$ cat config.mk
export PLATFORM = sky130hd
export DESIGN_NAME = priority_store_forward_queue_top
export DESIGN_NICKNAME = d
export VERILOG_FILES = /design/src/rtl/psfq_pkg.sv /design/src/rtl/priority_store_forward_queue_top.sv /design/src/rtl/psfq_store.sv /design/src/rtl/psfq_cmp.sv
export SDC_FILE = /design/constraint.sdc
export NUM_CORES = 2
export LEC_CHECK = 0
export BUFFER_PORTS_ARGS = -buffer_cell sky130_fd_sc_hd__buf_4
export CORE_ASPECT_RATIO = 0.7
export CORE_MARGIN = 2
export CORE_UTILIZATION = 50
export CTS_CLUSTER_DIAMETER = 30
export DETAILED_ROUTE_END_ITERATION = 10
export GPL_TIMING_DRIVEN = 0
export PLACE_DENSITY = 0.7
export SYNTH_ARGS = -nofsm -noshare
export SYNTH_HDL_FRONTEND = slang
export SYNTH_SLANG_ARGS = --single-unit
$ cat constraint.sdc
create_clock -name clk_i -period 8.6 [get_ports clk_i]
set_input_delay 0.43 -clock clk_i [delete_from_list [all_inputs] [get_ports clk_i]]
set_output_delay 0.43 -clock clk_i [all_outputs]
set_load 0.05 [all_outputs]
$ cat src/rtl/psfq_pkg.sv
package psfq_pkg;

  localparam int unsigned MaxResults = 16;
  localparam int unsigned ExpCntW = $clog2(MaxResults + 1);

  // command codes
  localparam logic [1:0] CmdEnqueue = 2'd0;
  localparam logic [1:0] CmdDequeue = 2'd1;
  localparam logic [1:0] CmdSweep   = 2'd2;

  // event codes
  localparam logic [2:0] EvQueued         = 3'd0;
  localparam logic [2:0] EvDropped        = 3'd1;
  localparam logic [2:0] EvQueueFull      = 3'd2;
  localparam logic [2:0] EvExpired        = 3'd3;
  localparam logic [2:0] EvDequeued       = 3'd4;
  localparam logic [2:0] EvDequeueEmpty   = 3'd5;
  localparam logic [2:0] EvNothingExpired = 3'd6;

  typedef struct packed {
    logic [1:0]  prio;
    logic [31:0] stamp;
    logic [15:0] src;
    logic [15:0] seq;
    logic [31:0] pay;
  } entry_t;

  // running best candidate of a scan
  typedef struct packed {
    logic        found;
    logic [1:0]  prio;
    logic [31:0] stamp;
  } best_t;

  // per-slot verdict of the compare unit
  typedef struct packed {
    logic dup;
    logic freeable;
    logic expired;
    logic better;
  } cmp_res_t;

endpackage

$ cat src/rtl/priority_store_forward_queue_top.sv
// Sequence: S_SCAN reads every slot through one compare unit, then S_DECIDE loads the
// only result itself; a dequeue hit adds S_EMIT_DEQ, a free-slot enqueue S_WRITE_NEW,
// a displacing enqueue S_EMIT_OLD then S_WRITE_NEW, a sweep S_SW_SEEK per slot through
// the last expired one plus S_SW_EMIT per result; stalls hold each emitting state.
// Throughput: one item at a time; in_stall_o is high until its last result is loaded.
// Reset: rst_ni async low clears valid bits, sequencer, output valid; lifetime 60000 ms.
module priority_store_forward_queue_top #(
  parameter int unsigned SLOTS           = 16,
  parameter int unsigned PRIORITY_LEVELS = 4
) (
  input  logic        clk_i,
  input  logic        rst_ni,
  // input items
  input  logic        in_valid_i,
  output logic        in_stall_o,
  input  logic [1:0]  command_i,
  input  logic [31:0] now_ms_i,
  input  logic        is_data_i,
  input  logic [15:0] source_id_i,
  input  logic [15:0] sequence_number_i,
  input  logic [1:0]  priority_req_i,
  input  logic [31:0] payload_handle_i,
  // result items
  output logic        out_valid_o,
  input  logic        out_stall_i,
  output logic [2:0]  event_code_o,
  output logic        accepted_o,
  output logic [15:0] out_source_o,
  output logic [15:0] out_sequence_o,
  output logic [1:0]  out_priority_o,
  output logic [31:0] out_payload_o,
  output logic        last_o,
  // lifetime register
  input  logic        cfg_valid_i,
  output logic        cfg_ready_o,
  input  logic [31:0] cfg_data_i
);
  import psfq_pkg::*;

  localparam int unsigned IdxW   = $clog2(SLOTS);
  localparam int unsigned CntW   = IdxW + 1;
  localparam int unsigned PriMax = (PRIORITY_LEVELS > 4) ? 3 : PRIORITY_LEVELS - 1;

  // sequencer
  localparam logic [2:0] S_IDLE      = 3'd0;
  localparam logic [2:0] S_SCAN      = 3'd1;
  localparam logic [2:0] S_DECIDE    = 3'd2;
  localparam logic [2:0] S_EMIT_OLD  = 3'd3;
  localparam logic [2:0] S_WRITE_NEW = 3'd4;
  localparam logic [2:0] S_EMIT_DEQ  = 3'd5;
  localparam logic [2:0] S_SW_SEEK   = 3'd6;
  localparam logic [2:0] S_SW_EMIT   = 3'd7;

  logic [2:0] state_q, state_d;

  // held item
  logic [1:0]  cmd_q, cmd_d;
  logic [31:0] now_q, now_d;
  logic        data_q, data_d;
  logic [15:0] src_q, src_d;
  logic [15:0] seq_q, seq_d;
  logic [1:0]  pri_q, pri_d;
  logic [31:0] pay_q, pay_d;
  logic [1:0]  pri_sat;

  logic [31:0] life_q, life_d;
  logic [SLOTS-1:0] slot_valid_q, slot_valid_d;

  // scan bookkeeping
  logic [CntW-1:0] cnt_q, cnt_d;
  logic            rv_q, rv_d;
  logic [IdxW-1:0] ridx_q, ridx_d;
  logic            dup_q, dup_d;
  logic            free_found_q, free_found_d;
  logic [IdxW-1:0] free_idx_q, free_idx_d;
  best_t           best_q, best_d;
  logic [IdxW-1:0] best_idx_q, best_idx_d;
  logic [IdxW-1:0] pick_q, pick_d, pick_c;
  logic [SLOTS-1:0]   exp_mask_q, exp_mask_d;
  logic [ExpCntW-1:0] exp_cnt_q, exp_cnt_d;
  logic [ExpCntW-1:0] emitted_q, emitted_d;

  // output register
  logic        ov_q, ov_d;
  logic [2:0]  ev_q, ev_d;
  logic        acc_q, acc_d;
  logic [15:0] osrc_q, osrc_d;
  logic [15:0] oseq_q, oseq_d;
  logic [1:0]  opri_q, opri_d;
  logic [31:0] opay_q, opay_d;
  logic        olast_q, olast_d;
  logic        out_free;

  // memory and compare unit
  logic            mem_we;
  logic [IdxW-1:0] mem_raddr;
  entry_t          mem_wdata;
  entry_t          rdata;
  cmp_res_t        res;

  psfq_store #(.SLOTS(SLOTS)) u_store (
    .clk_i   (clk_i),
    .we_i    (mem_we),
    .waddr_i (pick_q),
    .wdata_i (mem_wdata),
    .raddr_i (mem_raddr),
    .rdata_o (rdata)
  );

  psfq_cmp u_cmp (
    .cmd_i   (cmd_q),
    .entry_i (rdata),
    .valid_i (slot_valid_q[ridx_q]),
    .src_i   (src_q),
    .seq_i   (seq_q),
    .prio_i  (pri_q),
    .now_i   (now_q),
    .life_i  (life_q),
    .best_i  (best_q),
    .res_o   (res)
  );

  assign in_stall_o  = (state_q != S_IDLE);
  assign cfg_ready_o = 1'b1;
  assign out_free    = !ov_q || !out_stall_i;
  assign pri_sat     = (32'(priority_req_i) > PriMax) ? PriMax[1:0] : priority_req_i;
  assign pick_c      = (cmd_q == CmdEnqueue && free_found_q) ? free_idx_q : best_idx_q;

  always_comb begin
    mem_wdata.prio  = pri_q;
    mem_wdata.stamp = now_q;
    mem_wdata.src   = src_q;
    mem_wdata.seq   = seq_q;
    mem_wdata.pay   = pay_q;
  end

  always_comb begin
    state_d      = state_q;
    cmd_d        = cmd_q;
    now_d        = now_q;
    data_d       = data_q;
    src_d        = src_q;
    seq_d        = seq_q;
    pri_d        = pri_q;
    pay_d        = pay_q;
    life_d       = life_q;
    slot_valid_d = slot_valid_q;
    cnt_d        = cnt_q;
    rv_d         = 1'b0;
    ridx_d       = ridx_q;
    dup_d        = dup_q;
    free_found_d = free_found_q;
    free_idx_d   = free_idx_q;
    best_d       = best_q;
    best_idx_d   = best_idx_q;
    pick_d       = pick_q;
    exp_mask_d   = exp_mask_q;
    exp_cnt_d    = exp_cnt_q;
    emitted_d    = emitted_q;
    mem_we       = 1'b0;
    mem_raddr    = pick_q;
    ov_d         = (ov_q && !out_stall_i) ? 1'b0 : ov_q;
    ev_d         = ev_q;
    acc_d        = acc_q;
    osrc_d       = osrc_q;
    oseq_d       = oseq_q;
    opri_d       = opri_q;
    opay_d       = opay_q;
    olast_d      = olast_q;

    if (cfg_valid_i) begin
      life_d = cfg_data_i;
    end

    unique case (state_q)
      S_IDLE: begin
        if (in_valid_i) begin
          cmd_d        = command_i;
          now_d        = now_ms_i;
          data_d       = is_data_i;
          src_d        = source_id_i;
          seq_d        = sequence_number_i;
          pri_d        = pri_sat;
          pay_d        = payload_handle_i;
          cnt_d        = '0;
          dup_d        = 1'b0;
          free_found_d = 1'b0;
          best_d.found = 1'b0;
          exp_mask_d   = '0;
          exp_cnt_d    = '0;
          if (command_i == CmdEnqueue || command_i == CmdDequeue ||
              command_i == CmdSweep) begin
            state_d = S_SCAN;
          end
        end
      end

      S_SCAN: begin
        if (cnt_q != CntW'(SLOTS)) begin
          mem_raddr = cnt_q[IdxW-1:0];
          ridx_d    = cnt_q[IdxW-1:0];
          rv_d      = 1'b1;
          cnt_d     = cnt_q + 1'b1;
        end else if (!rv_q) begin
          state_d = S_DECIDE;
        end
        if (rv_q) begin
          if (cmd_q == CmdEnqueue) begin
            if (res.dup) dup_d = 1'b1;
            if (!free_found_q && res.freeable) begin
              free_found_d = 1'b1;
              free_idx_d   = ridx_q;
            end
          end
          if ((cmd_q == CmdEnqueue || cmd_q == CmdDequeue) && res.better) begin
            best_d.found = 1'b1;
            best_d.prio  = rdata.prio;
            best_d.stamp = rdata.stamp;
            best_idx_d   = ridx_q;
          end
          if (cmd_q == CmdSweep && slot_valid_q[ridx_q] && res.expired &&
              exp_cnt_q != ExpCntW'(MaxResults)) begin
            exp_mask_d[ridx_q] = 1'b1;
            exp_cnt_d          = exp_cnt_q + 1'b1;
          end
        end
      end

      S_DECIDE: begin
        mem_raddr = pick_c;
        if (cmd_q == CmdEnqueue) begin
          if (!data_q || dup_q || (!free_found_q && !best_q.found)) begin
            if (out_free) begin
              ov_d    = 1'b1;
              ev_d    = (!data_q || dup_q) ? EvDropped : EvQueueFull;
              acc_d   = 1'b0;
              osrc_d  = src_q;
              oseq_d  = seq_q;
              opri_d  = pri_q;
              opay_d  = pay_q;
              olast_d = 1'b1;
              state_d = S_IDLE;
            end
          end else begin
            pick_d  = pick_c;
            state_d = slot_valid_q[pick_c] ? S_EMIT_OLD : S_WRITE_NEW;
          end
        end else if (cmd_q == CmdDequeue) begin
          if (best_q.found) begin
            pick_d  = pick_c;
            state_d = S_EMIT_DEQ;
          end else if (out_free) begin
            ov_d    = 1'b1;
            ev_d    = EvDequeueEmpty;
            acc_d   = 1'b0;
            osrc_d  = '0;
            oseq_d  = '0;
            opri_d  = '0;
            opay_d  = '0;
            olast_d = 1'b1;
            state_d = S_IDLE;
          end
        end else begin
          if (exp_cnt_q != '0) begin
            cnt_d     = '0;
            emitted_d = '0;
            state_d   = S_SW_SEEK;
          end else if (out_free) begin
            ov_d    = 1'b1;
            ev_d    = EvNothingExpired;
            acc_d   = 1'b0;
            osrc_d  = '0;
            oseq_d  = '0;
            opri_d  = '0;
            opay_d  = '0;
            olast_d = 1'b1;
            state_d = S_IDLE;
          end
        end
      end

      S_EMIT_OLD: begin
        // displaced entry (expired or evicted) is reported first
        if (out_free) begin
          ov_d    = 1'b1;
          ev_d    = EvDropped;
          acc_d   = 1'b0;
          osrc_d  = rdata.src;
          oseq_d  = rdata.seq;
          opri_d  = rdata.prio;
          opay_d  = rdata.pay;
          olast_d = 1'b0;
          state_d = S_WRITE_NEW;
        end
      end

      S_WRITE_NEW: begin
        if (out_free) begin
          mem_we               = 1'b1;
          slot_valid_d[pick_q] = 1'b1;
          ov_d    = 1'b1;
          ev_d    = EvQueued;
          acc_d   = 1'b1;
          osrc_d  = src_q;
          oseq_d  = seq_q;
          opri_d  = pri_q;
          opay_d  = pay_q;
          olast_d = 1'b1;
          state_d = S_IDLE;
        end
      end

      S_EMIT_DEQ: begin
        if (out_free) begin
          slot_valid_d[pick_q] = 1'b0;
          ov_d    = 1'b1;
          ev_d    = EvDequeued;
          acc_d   = 1'b1;
          osrc_d  = rdata.src;
          oseq_d  = rdata.seq;
          opri_d  = rdata.prio;
          opay_d  = rdata.pay;
          olast_d = 1'b1;
          state_d = S_IDLE;
        end
      end

      S_SW_SEEK: begin
        mem_raddr = cnt_q[IdxW-1:0];
        if (exp_mask_q[cnt_q[IdxW-1:0]]) begin
          pick_d  = cnt_q[IdxW-1:0];
          state_d = S_SW_EMIT;
        end else begin
          cnt_d = cnt_q + 1'b1;
        end
      end

      S_SW_EMIT: begin
        if (out_free) begin
          slot_valid_d[pick_q] = 1'b0;
          exp_mask_d[pick_q]   = 1'b0;
          emitted_d = emitted_q + 1'b1;
          ov_d    = 1'b1;
          ev_d    = EvExpired;
          acc_d   = 1'b0;
          osrc_d  = rdata.src;
          oseq_d  = rdata.seq;
          opri_d  = rdata.prio;
          opay_d  = rdata.pay;
          olast_d = (emitted_q + 1'b1) == exp_cnt_q;
          if ((emitted_q + 1'b1) == exp_cnt_q) begin
            state_d = S_IDLE;
          end else begin
            cnt_d   = cnt_q + 1'b1;
            state_d = S_SW_SEEK;
          end
        end
      end

      default: state_d = S_IDLE;
    endcase
  end

  always_ff @(posedge clk_i or negedge rst_ni) begin
    if (!rst_ni) begin
      state_q      <= S_IDLE;
      life_q       <= 32'd60000;
      slot_valid_q <= '0;
      rv_q         <= 1'b0;
      ov_q         <= 1'b0;
    end else begin
      state_q      <= state_d;
      life_q       <= life_d;
      slot_valid_q <= slot_valid_d;
      rv_q         <= rv_d;
      ov_q         <= ov_d;
    end
  end

  always_ff @(posedge clk_i) begin
    cmd_q        <= cmd_d;
    now_q        <= now_d;
    data_q       <= data_d;
    src_q        <= src_d;
    seq_q        <= seq_d;
    pri_q        <= pri_d;
    pay_q        <= pay_d;
    cnt_q        <= cnt_d;
    ridx_q       <= ridx_d;
    dup_q        <= dup_d;
    free_found_q <= free_found_d;
    free_idx_q   <= free_idx_d;
    best_q       <= best_d;
    best_idx_q   <= best_idx_d;
    pick_q       <= pick_d;
    exp_mask_q   <= exp_mask_d;
    exp_cnt_q    <= exp_cnt_d;
    emitted_q    <= emitted_d;
    ev_q         <= ev_d;
    acc_q        <= acc_d;
    osrc_q       <= osrc_d;
    oseq_q       <= oseq_d;
    opri_q       <= opri_d;
    opay_q       <= opay_d;
    olast_q      <= olast_d;
  end

  assign out_valid_o    = ov_q;
  assign event_code_o   = ev_q;
  assign accepted_o     = acc_q;
  assign out_source_o   = osrc_q;
  assign out_sequence_o = oseq_q;
  assign out_priority_o = opri_q;
  assign out_payload_o  = opay_q;
  assign last_o         = olast_q;

endmodule

$ cat src/rtl/psfq_store.sv
module psfq_store #(
  parameter int unsigned SLOTS = 16
) (
  input  logic                         clk_i,
  input  logic                         we_i,
  input  logic [$clog2(SLOTS)-1:0]     waddr_i,
  input  psfq_pkg::entry_t             wdata_i,
  input  logic [$clog2(SLOTS)-1:0]     raddr_i,
  output psfq_pkg::entry_t             rdata_o
);
  import psfq_pkg::*;

  entry_t mem [SLOTS];
  entry_t rdata_q;

  always_ff @(posedge clk_i) begin
    if (we_i) begin
      mem[waddr_i] <= wdata_i;
    end
  end

  always_ff @(posedge clk_i) begin
    rdata_q <= mem[raddr_i];
  end

  assign rdata_o = rdata_q;

endmodule

$ cat src/rtl/psfq_cmp.sv
module psfq_cmp (
  input  logic [1:0]         cmd_i,
  input  psfq_pkg::entry_t   entry_i,
  input  logic               valid_i,
  input  logic [15:0]        src_i,
  input  logic [15:0]        seq_i,
  input  logic [1:0]         prio_i,
  input  logic [31:0]        now_i,
  input  logic [31:0]        life_i,
  input  psfq_pkg::best_t    best_i,
  output psfq_pkg::cmp_res_t res_o
);
  import psfq_pkg::*;

  logic [31:0] age;
  logic        older;

  assign age   = now_i - entry_i.stamp;   // wraps mod 2^32
  assign older = (entry_i.prio == best_i.prio) && (entry_i.stamp < best_i.stamp);

  always_comb begin
    res_o.dup      = valid_i && (entry_i.src == src_i) && (entry_i.seq == seq_i);
    res_o.expired  = age >= life_i;
    res_o.freeable = !valid_i || res_o.expired;
    res_o.better   = 1'b0;
    if (cmd_i == CmdEnqueue) begin
      // eviction victim: highest priority value not below incoming, oldest
      res_o.better = (entry_i.prio >= prio_i) &&
                     (!best_i.found || (entry_i.prio > best_i.prio) || older);
    end else if (cmd_i == CmdDequeue) begin
      res_o.better = valid_i &&
                     (!best_i.found || (entry_i.prio < best_i.prio) || older);
    end
  end

endmodule

==> results.yml <==
timing:
  holdWs_ps: 47.3
  final.period_utilization: 0.763
  hold_viol_final: 0
  max_freq_mhz: 152
  rsz0062_at_grt: "no"
  fin_skew_ps: 58.9
  drv_slew: 0
  slew_headroom: 0.0694
  fin_crit_ps: 6560
  worst_slew_pin_slew_ps: 1400
  setup_viol: 0
cts:
  ctsRootBufferMaster: "clkbuf_16"
  htree_levels: 5
  clockBufferDepth: 4
  cts_buffers: 314
  clock-sinks: 1975
  holdBufCountCts: 135
  cts_tree: "built"
  clk_pin_slew_ps: 50
  postCtsSetupRepairBufs: 0
  insertion_delay_ps: 920
  cts-resized-gates: 0
synthesis:
  synthCells: 5898
  synth_nets: 6140
  ys_warn_count: 0
  synth_area_per_cell_um2: 13.6
  synth.distinct_cells: 90
  async_flop_share: 0.0268
  ys_ff_latch: 1975
  synth_top_family_by_area: "simple AND/OR/NAND/NOR gates"
  synthMuxAreaShare: 0.0492
  synthesis.area_mm2: 0.0801
  ys_seq_area_frac: 0.725
  synth_compound_area_frac: 0.0505
  synthSimpleGateAreaFrac: 0.123
  synth_edf_count: 1824
  synth_flop_cell: "edfxtp_1"
  synthAdderAreaFrac: 0.0163
  yosys.area_share.xor_xnor: 0.00777
critical_path:
  cp_max_fo: 17
  crit_slowest_cell: "nor4_2"
  cp-start-kind: "flip-flop"
  endpoint_kind: "flip-flop"
  path_cells: "inv_1 -> ha_1 -> inv_1 -> fa_1 -> a211o_1 -> a21oi_2 -> o221ai_2 -> a31oi_2 -> o31ai_4 -> a221o_1 -> a21oi_1 -> xnor2_1 -> ha_1 -> nand4_1 -> nor2_1 -> nand2_1 -> a311oi_1 -> nor3_1 -> nor4_2 -> buf_4"
  r2r_slack_ps: 2040
  critPathBufInv: 3
  cp_data_arrival_time_ps: 7130
  slowest_delay_ps: 940
  worstSetupPathType: "reg2reg"
  path_delay_family: "compound AO/OA/AOI/OAI gates"
  cp.required_ps: 9170
global_routing:
  track_usage: 0.266
  antenna_found_initial: 6
  grt_pass1_wl_mm: 324
  grt-ovfl-total: 0
  grt_pass1_vias: 50469
  grt_max_degree: 54
power_and_ir_drop:
  peakVddDrop_mv: 0.236
  power_uw: 40300
  leakage_uw: 0.0364
  p_per_area_mw_per_mm2: 414
floorplan:
  die-width_um: 482
  core_area_mm2: 0.159
  fp.dieH_um: 339
  die_area_mm2: 0.163
  start_util: 0.505
  fp-row-count: 122
  ios: 212
drt:
  ant_nets: 0
  avgViaCountPerCell: 5.87
  drtIter0Drc: 7475
  drc_errors: 0
  routedWlPerCell_um: 24.5
  drt_pass1_iterations: 9
  vias: 52642
  totalWireLength_mm: 220
cells_and_area:
  fillers: 11422
  seqCellArea_mm2: 0.0581
  multi_input_area_mm2: 0.0200
  drive_above_1_share: 0.154
  area_growth_pct: 21.6
  final_cell_area_mm2: 0.0974
  nets: 6861
  fin_util: 0.614
place:
  gp_congestion: 0.904
  dp_hpwl_mm: 146
  io_buffers: 209
  dpl-instance-area_mm2: 0.0857
outcome:
  status: "completed"
hold_path:
  hp-class: "in2reg"
job:
  max_cap_violations: 0
## through the flow
stage / setup slack, ps / cells / setup TNS [ps]
6_report: 2040 / 8968 / 0
5_1_grt: 1560 / 8964 / 0
4_1_cts: 1930 / 8962 / 0
3_5_place_dp: 1990 / 8275 / 0
3_3_place_gp: -1950 / 8215 / -2084190
2_1_floorplan: 2410 / 5898 / 0
## report_power, final
part	total, uW	switching [uW]	leakage [uW]	internal [uW]
Sequential	12900	983	0.0180	11900
Combinational	15000	10300	0.0134	4710
Clock	12400	4630	0.00500	7730
## per-layer routing
layer	wire length (um)	share of wire	vias up	GRT usage
met5	13	0.000059	-	0
met4	8140	0.037	2	0.107
met3	25500	0.12	416	0.0549
met2	95100	0.43	3297	0.382
met1	91000	0.41	25652	0.396
li1	-	-	23275	-
## path summary, 6_finish.rpt
path | from | end | cells after the start
max | now_q[0] | exp_mask_q[9] | 20
min | cfg_valid_i | life_q[30] | 3
max reg2reg | now_q[0] | exp_mask_q[9] | 20
min reg2reg | u_store.rdata_o[81] | best_q[17] | 0
max in group asynchronous | rst_ni | async pin | 2
min in group asynchronous | rst_ni | life_q[3] | 2
## layout by cell type (no fill, tap or decap), drive strengths merged, types with 22 or more instances in the layout
cell,synthesis,final
edfxtp,1824,1824
nand2,1521,1521
nand3,612,612
buf,241,511
clkbuf,90,438
mux2i,369,369
inv,123,189
dlygate4sd3,0,135
o21ai,135,135
nor2,109,109
ha,103,103
a21oi,100,100
o221ai,99,99
a32oi,98,98
dfxtp,98,98
clkinv,0,86
xnor2,50,50
dfrtp,46,46
a21o,35,35
clkinvlp,0,27
bufinv,0,25
nand4,23,23
nor3,22,22
## logic make-up (layout without fill, tap and decap cells)
family	after synthesis	in the layout
flops	1975	1975
compound gates	567	567
xor+xnor	71	71
buf+inv	454	1411
mux	380	380
other cells	1	6
simple gates	2346	2346
fa+ha+maj	104	104
## worst reg2reg max path, cell delays in order (launching register included)
cell      delay, ps
edfxtp_1        600
inv_1           310
ha_1            210
inv_1            60
fa_1            420
a211o_1         310
a21oi_2         210
o221ai_2        170
a31oi_2         390
o31ai_4         150
a221o_1         340
a21oi_1         170
xnor2_1          90
ha_1            300
nand4_1          80
nor2_1          210
nand2_1         100
a311oi_1        600
nor3_1          240
nor4_2          940
buf_4           350
## registers in the layout (all words and copies together), names as in the netlist, 16 cells and up, named ones only
signal	flops
u_store.rdata_o	98
life_q	32
src_q	16
exp_mask_q	16
best_q	35
u_store.mem	1568
now_q	32
pay_q	32
out_sequence_o	16
seq_q	16
out_source_o	16
out_payload_o	32
## synth_stat cells (98+ instances only)
| cell | number | area (um^2) |
|---|---|---|
| edfxtp_1 | 1824 | 54800 |
| nand2_1 | 1518 | 5700 |
| nand3_1 | 612 | 3060 |
| mux2i_1 | 368 | 3680 |
| buf_2 | 162 | 811 |
| o21ai_0 | 134 | 671 |
| inv_1 | 121 | 454 |
| nor2_1 | 104 | 390 |
| ha_1 | 103 | 1290 |
| a21oi_1 | 99 | 495 |
| a32oi_1 | 98 | 858 |
| dfxtp_1 | 98 | 1960 |
| o221ai_1 | 98 | 858 |
## cell type report
class,count,area share
plain buffers,331,0.0178
clock inverters,204,0.0217
inverters,123,0.00477
well taps,2108,0.0271
flip-flops and latches,1975,0.596
clock buffers,348,0.0843
multi-input cells,3469,0.205
repair buffers,405,0.0430
diodes,5,0.000128
Note: power is estimated with default switching activity, not from simulation.
